`src/design/swc_pkg.sv`:
```
`default_nettype none

package swc_pkg;

	// Defaults for the top level parameters
	localparam int ADDR_BITS_DEF   = 16;
	localparam int OFFSET_BITS_DEF = 6;
	localparam int SET_BITS_DEF    = 6;
	localparam int WAYS_DEF        = 4;

	// Fixed field widths on the ports
	localparam int ADDR_W = 16;
	localparam int BYTE_W = 8;

	typedef enum logic [1:0] {
		OP_LOAD  = 2'd0,
		OP_STORE = 2'd1,
		OP_INV   = 2'd2,
		OP_FLUSH = 2'd3
	} op_t;

	// Controller to datapath
	typedef struct packed {
		logic clr;       // zero one backing row, step sweep counter
		logic cap;       // capture request, read tag row
		logic res_hit;   // latch lookup outcome
		logic flush;     // drop every line
		logic inv;       // drop the matching line
		logic hit_wr;    // update tag row on hit, read hit line
		logic hdata;     // load byte / merge store byte on hit line
		logic row_ld;    // copy tag row into the victim search row
		logic vic_inv;   // victim is the first invalid way
		logic vic_walk;  // victim is the walked way
		logic clr_acc;   // clear accessed of the walked way
		logic clr_dirty; // clear dirty of the walked way
		logic wb_rd;     // read walked line
		logic wb_wr;     // write walked line to backing memory
		logic fill_rd;   // read backing line
		logic fill_wr;   // install line and tag
		logic out_ld;    // load output register
	} cmd_t;

	// Datapath to controller
	typedef struct packed {
		op_t  op;
		logic hit;
		logic any_inv;
		logic cur_acc;
		logic cur_dirty;
		logic clr_last;
	} sts_t;

endpackage

`default_nettype wire

```
`src/design/swc_ctrl.sv`:
```
`default_nettype none

module swc_ctrl import swc_pkg::*; #(
	parameter int WAYS      = WAYS_DEF,
	localparam int WAY_BITS = $clog2(WAYS)
) (
	input  wire logic                clk,
	input  wire logic                arst_n,
	input  wire logic                s_tvalid,
	output logic                     s_tready,
	output logic                     m_tvalid,
	input  wire logic                m_tready,
	output cmd_t                     cmd,
	output logic [WAY_BITS-1:0]      way,
	input  wire sts_t                sts
);

	typedef enum logic [9:0] {
		S_CLEAR   = 10'b00_0000_0001,
		S_IDLE    = 10'b00_0000_0010,
		S_CMP     = 10'b00_0000_0100,
		S_HDATA   = 10'b00_0000_1000,
		S_WALK    = 10'b00_0001_0000,
		S_WB_RD   = 10'b00_0010_0000,
		S_WB_WR   = 10'b00_0100_0000,
		S_FILL_RD = 10'b00_1000_0000,
		S_FILL_WR = 10'b01_0000_0000,
		S_DONE    = 10'b10_0000_0000
	} state_t;

	state_t              state_q, state_d;
	logic [WAY_BITS-1:0] way_q, way_d;
	logic [1:0]          pass_q, pass_d;
	logic                adv, m_tvalid_q;

	assign way      = way_q;
	assign m_tvalid = m_tvalid_q;
	assign s_tready = (state_q == S_IDLE);

	always_comb begin
		cmd     = '0;
		state_d = state_q;
		way_d   = way_q;
		pass_d  = pass_q;
		adv     = 1'b0;
		case (state_q)
			S_CLEAR: begin
				cmd.clr = 1'b1;
				if (sts.clr_last) begin
					state_d = S_IDLE;
				end
			end
			S_IDLE: begin
				if (s_tvalid) begin
					cmd.cap = 1'b1;
					state_d = S_CMP;
				end
			end
			S_CMP: begin
				cmd.res_hit = 1'b1;
				if (sts.op == OP_FLUSH) begin
					cmd.flush = 1'b1;
					state_d = S_DONE;
				end else if (sts.op == OP_INV) begin
					cmd.inv = 1'b1;
					state_d = S_DONE;
				end else if (sts.hit) begin
					cmd.hit_wr = 1'b1;
					state_d = S_HDATA;
				end else begin
					cmd.row_ld = 1'b1;
					if (sts.any_inv) begin
						cmd.vic_inv = 1'b1;
						state_d = S_FILL_RD;
					end else begin
						way_d   = '0;
						pass_d  = '0;
						state_d = S_WALK;
					end
				end
			end
			S_HDATA: begin
				cmd.hdata = 1'b1;
				state_d = S_DONE;
			end
			S_WALK: begin
				if (!sts.cur_acc && !sts.cur_dirty) begin
					cmd.vic_walk = 1'b1;
					state_d = S_FILL_RD;
				end else begin
					case (pass_q)
						2'd0: begin
							cmd.clr_acc = sts.cur_acc && !sts.cur_dirty;
							adv = 1'b1;
						end
						2'd1: begin
							if (!sts.cur_acc && sts.cur_dirty) begin
								state_d = S_WB_RD;
							end else begin
								adv = 1'b1;
							end
						end
						2'd2: begin
							if (sts.cur_acc && sts.cur_dirty) begin
								state_d = S_WB_RD;
							end else begin
								adv = 1'b1;
							end
						end
						default: begin
							adv = 1'b1;
						end
					endcase
				end
			end
			S_WB_RD: begin
				cmd.wb_rd = 1'b1;
				state_d = S_WB_WR;
			end
			S_WB_WR: begin
				cmd.wb_wr     = 1'b1;
				cmd.clr_dirty = 1'b1;
				cmd.clr_acc   = (pass_q == 2'd2);
				adv           = 1'b1;
				state_d       = S_WALK;
			end
			S_FILL_RD: begin
				cmd.fill_rd = 1'b1;
				state_d = S_FILL_WR;
			end
			S_FILL_WR: begin
				cmd.fill_wr = 1'b1;
				state_d = S_DONE;
			end
			S_DONE: begin
				if (!m_tvalid_q || m_tready) begin
					cmd.out_ld = 1'b1;
					state_d = S_IDLE;
				end
			end
			default: begin
				state_d = S_IDLE;
			end
		endcase
		if (adv) begin
			if (way_q == WAY_BITS'(WAYS - 1)) begin
				way_d  = '0;
				pass_d = pass_q + 2'd1;
			end else begin
				way_d = way_q + 1'b1;
			end
		end
	end

	always_ff @(posedge clk or negedge arst_n) begin
		if (!arst_n) begin
			state_q    <= S_CLEAR;
			way_q      <= '0;
			pass_q     <= '0;
			m_tvalid_q <= 1'b0;
		end else begin
			state_q <= state_d;
			way_q   <= way_d;
			pass_q  <= pass_d;
			if (cmd.out_ld) begin
				m_tvalid_q <= 1'b1;
			end else if (m_tready) begin
				m_tvalid_q <= 1'b0;
			end
		end
	end

`ifndef SYNTH
	a_cap_to_cmp: assert property (@(posedge clk) disable iff (!arst_n)
		cmd.cap |=> state_q == S_CMP)
		else $error("accepted request did not reach lookup");
	a_no_accept_in_clear: assert property (@(posedge clk) disable iff (!arst_n)
		state_q == S_CLEAR |-> !s_tready)
		else $error("request taken during backing memory clear");
	a_last_pass_finds: assert property (@(posedge clk) disable iff (!arst_n)
		(state_q == S_WALK && pass_q == 2'd3) |-> (!sts.cur_acc && !sts.cur_dirty))
		else $error("victim search reached last pass with a used way");
`endif

endmodule

`default_nettype wire

```
`config.mk`:
```
export PLATFORM = sky130hd
export DESIGN_NAME = swc_ctrl
export DESIGN_NICKNAME = d
export VERILOG_FILES = /design/src/design/swc_pkg.sv /design/src/design/swc_ctrl.sv
export SDC_FILE = /design/constraint.sdc
export NUM_CORES = 1
export LEC_CHECK = 0
export BUFFER_PORTS_ARGS = -buffer_cell sky130_fd_sc_hd__buf_4
export CORE_MARGIN = 1
export CORE_UTILIZATION = 40
export CTS_BUF_LIST = sky130_fd_sc_hd__clkbuf_16
export CTS_CLUSTER_SIZE = 14
export DETAILED_ROUTE_END_ITERATION = 10
export GPL_ROUTABILITY_DRIVEN = 0
export MAX_ROUTING_LAYER = met4
export PLACE_DENSITY = 0.66
export SYNTH_ARGS = -nofsm -noshare
export SYNTH_HDL_FRONTEND = slang
export SYNTH_SLANG_ARGS = --single-unit
```
`constraint.sdc`:
```
create_clock -name clk -period 2.1 [get_ports clk]
set_clock_uncertainty 0.2 [all_clocks]
set_input_delay 0 -clock clk [delete_from_list [all_inputs] [get_ports clk]]
set_output_delay 0 -clock clk [all_outputs]
set_load 0.1 [all_outputs]
```
* After elaboration in Yosys (flattened, before gate mapping)
Cells that the tools add are included.
** Cells by class
- Add/sub/neg operators :: 2
- Eq/ne operators :: 25
- Mux-type cells :: 59
- Reduce and logical (&&, ||, !) cells :: 14
** Operator list (number)
- $mux W10 :: 9
- $pmux W10 S9 :: 1
- $mux W2 :: 19
- $mux W1 :: 24
- $pmux W10 S2 :: 1
- $eq A10 B1 Y1 const B :: 1
- $eq A10 B10 Y1 const B :: 1
- $eq A10 B2 Y1 const B :: 1
- $eq A10 B3 Y1 const B :: 1
- $eq A10 B4 Y1 const B :: 1
- $eq A10 B5 Y1 const B :: 1
- $eq A10 B6 Y1 const B :: 1
- $eq A10 B7 Y1 const B :: 1
- $eq A10 B8 Y1 const B :: 1
- $eq A10 B9 Y1 const B :: 1
- $ne A2 B2 Y1 const B :: 5
- $eq A2 B2 Y1 const B :: 4
- $mux W8 :: 1
- $ne A4 B4 Y1 const B :: 2
- $pmux W1 S2 :: 3
- $reduce_and A6 Y1 :: 1
- $reduce_and A5 Y1 :: 1
- $add A2 B1 Y2 const B :: 2
- $logic_and A1 B1 Y1 :: 4
- other kinds (9) :: 13
** Storage, ports and cells
- Bits in registers :: 15
- Input bits :: 11
- Logic and storage cells :: 104

* Longest topological paths before layout
- Word-level depth :: 8
- Mapped depth :: 6

* Least setup slack after synthesis
OpenSTA, ideal clock, no wires.
- Path kind :: flip-flop to output port
- From :: reg state_q[4]
- To :: out cmd[10] (netlist name)
- Data arrival time :: 3175 ps
- Data required time :: 1900 ps
- Path slack :: -1275 ps
- Cell stages (with the launch flop) :: 5
- Buffers on the path :: 1
- Cell sequence :: dfrtp_1 -> clkbuf_1 -> nor4_2 -> nand2_1 -> nor3_1
** RTL lines
- from (decl) :: RTL line swc_ctrl.sv:31 : state_t state_q, state_d;
- from (signal assigned) :: RTL line swc_ctrl.sv:162 : state_q <= state_d;
- to (decl) :: RTL line swc_ctrl.sv:13 : output cmd_t cmd,

==> run_results.csv <==
group,metric,value,unit
outcome,outcome,"complete, but fails checks",
outcome,violations,"setup timing",
worst_setup_path,required,1900,ps
worst_setup_path,cp_max_fo,7,
timing,hold_viol_final,0,
worst_setup_path,path_class,"flip-flop to primary output",
logic_synthesis,synth_area_leaders,"dfrtp_1, ha_1, and4b_1, nor4_2, nor2_1",
layout,syn_to_final_growth,74.4,%
worst_setup_path,cp-start-kind,"flip-flop",
floorplanning,die_h,56.6,µm
clock_network,path_clk_slew,50,ps
logic_synthesis,synth_ff_type,"dfrtp_1",
logic_synthesis,ys_ff_latch,15,
grt,grt_max_degree,15,
power,vdd.ir_drop.worst,634,µV
layout,drive_gt1_share,53.1,%
worst_setup_path,crit_arrival,2050,ps
grt,grtUsageTotal,22.3,%
worst_hold_path,hp-class,"input pin to async pin",
logic_synthesis,yosysUniqueCellTypes,44,
logic_synthesis,yosys_warnings,0,
layout,n_fill_cell,197,
clock_network,cts_tree,"built",
place,io_buffers,31,
timing,finalSetupViolations,10,
logic_synthesis,synthArstFlopShare,100,%
logic_synthesis,yosys.area.top_type,"dfrtp_1",
floorplanning,start_util,42.9,%
logic_synthesis,synth_top_area_share,29.4,%
route,vias_per_cell,5.50,
floorplanning,rows,19,
floorplanning,die_w,56.6,µm
clock_network,clock_latency,250,ps
timing,timing.fmax,444,MHz
timing,period_minus_slack,2250,ps
clock_network,clockBufferDepth,2,
clock_network,htree_num_levels,1,
timing,tns,-807,ps
power,total_leakage_power,0.998,nW
power,power.density,873,nW/µm²
timing,setup_slack,-154,ps
floorplanning,die_area,3200,µm²
timing,tightest_slew,710,ps
route,drc_errors,0,
place,hpwl,2420,µm
route,drt_iter0_markers,19,
layout,nNetsFinal,214,
logic_synthesis,synthCells,128,
place,placed_area,1630,µm²
layout,fin_area,2080,µm²
layout,antennaDiodeCount,0,
logic_synthesis,seq_area_frac_synth,31.6,%
worst_setup_path,end_kind,"primary output",
grt,antenna_found_initial,0,
grt,grt_overflow_total,0,
route,wl_per_cell,16.9,µm
clock_network,cts_root_buffer,"clkbuf_16",
clock_network,cts-buffers-inserted,3,
grt,grt_pass1_wl,5380,µm
logic_synthesis,synth_edf_count,0,
timing,slew_violations,0,
job,maxCapViolations,0,
logic_synthesis,syn_area,1190,µm²
floorplanning,core,2780,µm²
grt,grt_pass1_vias,1203,
route,dr.pass1.iters,4,
floorplanning,num_io_pins,32,
route,drtAntennaViolNets,0,
route,num_vias,1237,
logic_synthesis,syn_area_per_cell,9.32,µm²
route,wl,3800,µm
clock_network,cts_sinks,15,
timing,rsz0062_at_grt,"yes",
timing,maxSlewHeadroom,52.5,%
timing,fin_crit_sh,107,%
logic_synthesis,syn_nets,147,
-- power by group --
group / internal, mW / switching (mW)
Sequential: 0.326 / 0.0435
Clock: 0.255 / 0.123
Combinational: 0.399 / 0.669
Total: 0.980 / 0.836
-- final timing paths --
check,from,endpoint,slack (ps),cells after the start
setup reg to reg,state_q[3],pass_q[0],-20,8
min in group clk,sts[5],cmd[12],100,3
hold / removal,arst_n,state_q[0],30,2
max in group asynchronous,arst_n,way[1],510,3
hold reg to reg,m_tvalid,m_tvalid,340,2
setup / recovery,state_q[8],cmd[11],-150,5
-- registers in the layout, indices dropped and copies added, names as in the netlist --
name	cells
way	2
m_tvalid	1
pass_q	2
state_q	10
-- routing by layer --
metal / vias up / global-route usage (%) / routed length (µm)
met3: 4 / 1.61 / 139
met5: - / - / 0
met4: 0 / 6.62 / 29
li1: 591 / - / -
met2: 37 / 41.0 / 2050
met1: 605 / 25.8 / 1590
-- final cells by class --
type	instances	area (µm²)	area share, %
Clock buffer	3	75.1	3.61
Clock inverter	1	5.00	0.241
Inverter	10	41.3	1.99
Multi-Input combinational cell	97	870	41.8
Sequential cell	15	380	18.3
Tap cell	31	38.8	1.87
Timing Repair Buffer	68	669	32.2
-- synth_stat cells (2+ instances only) --
master / count
nor4_1: 3
nor4_2: 4
inv_1: 10
nand3_1: 2
and3b_1: 2
a21oi_1: 3
nand2b_1: 2
and3_1: 3
nor2b_1: 6
o21ai_0: 4
mux2_4: 2
and4b_1: 5
ha_1: 8
mux2_2: 3
nand2_1: 8
dfrtp_1: 14
nor3_1: 3
o21bai_1: 2
buf_6: 2
nand4_1: 3
and2_1: 5
buf_4: 2
nor2_1: 11
-- cells by family after synthesis --
logic type               Yosys count  synth area share, %
AND/OR/NAND/NOR                   62                 34.4
buffers and inverters             16                 7.03
adder cells (fa/ha/maj)            8                 8.39
AO/OA/AOI/OAI                     20                 11.8
XOR/XNOR                           2                 1.47
flip-flops                        15                 31.6
multiplexers                       5                 5.35
-- worst max-delay path, stage by stage, from the launching register on --
cell and delay, ps:
dfrtp_1 400, or4b_4 570, nor4b_4 260, buf_6 180
and3b_2 220, buf_12 180
-- through the flow --
stage / hold WS, ps / worst slack [ps] / utilization, % / total power [mW] / cells
finish: 31.7 / -154 / 74.8 / 1.82 / 225
global placement: -330 / -3.72 / 58.7 / 1.24 / 201
detailed placement: -326 / -16.9 / 58.7 / 1.26 / 201
CTS: 36.7 / -116 / 69.8 / 1.73 / 220
global route: 38.4 / -219 / 74.8 / 1.90 / 225
floorplan: -496 / -230 / - / 1.02 / 128
-- cells in the final DEF (no fill, tap or decap), types with 3 or more instances in the layout --
cell type,instances
and4b_1,4
nor2b_1,5
clkbuf_16,3
buf_12,9
nor4_2,3
inv_1,9
mux2_4,4
buf_6,7
ha_1,7
o21ai_0,4
nand4_1,3
dlygate4sd3_1,8
dfrtp_1,11
dfrtp_2,3
and2_4,3
nand2_1,6
buf_4,44
nor4_4,3
nor2_1,8
and3_4,3
-- timing repair --
| item | CTS | global route |
|---|---|---|
| endpoints found under the setup margin | 10 | 16 |
| pin swaps | 4 | 7 |
| hold endpoints to repair | 24 | 0 |
| hold buffers | 8 | 0 |
| setup buffers | 8 | 7 |
| resized for setup | 23 | 26 |
Power figures use the tool's default switching activity.
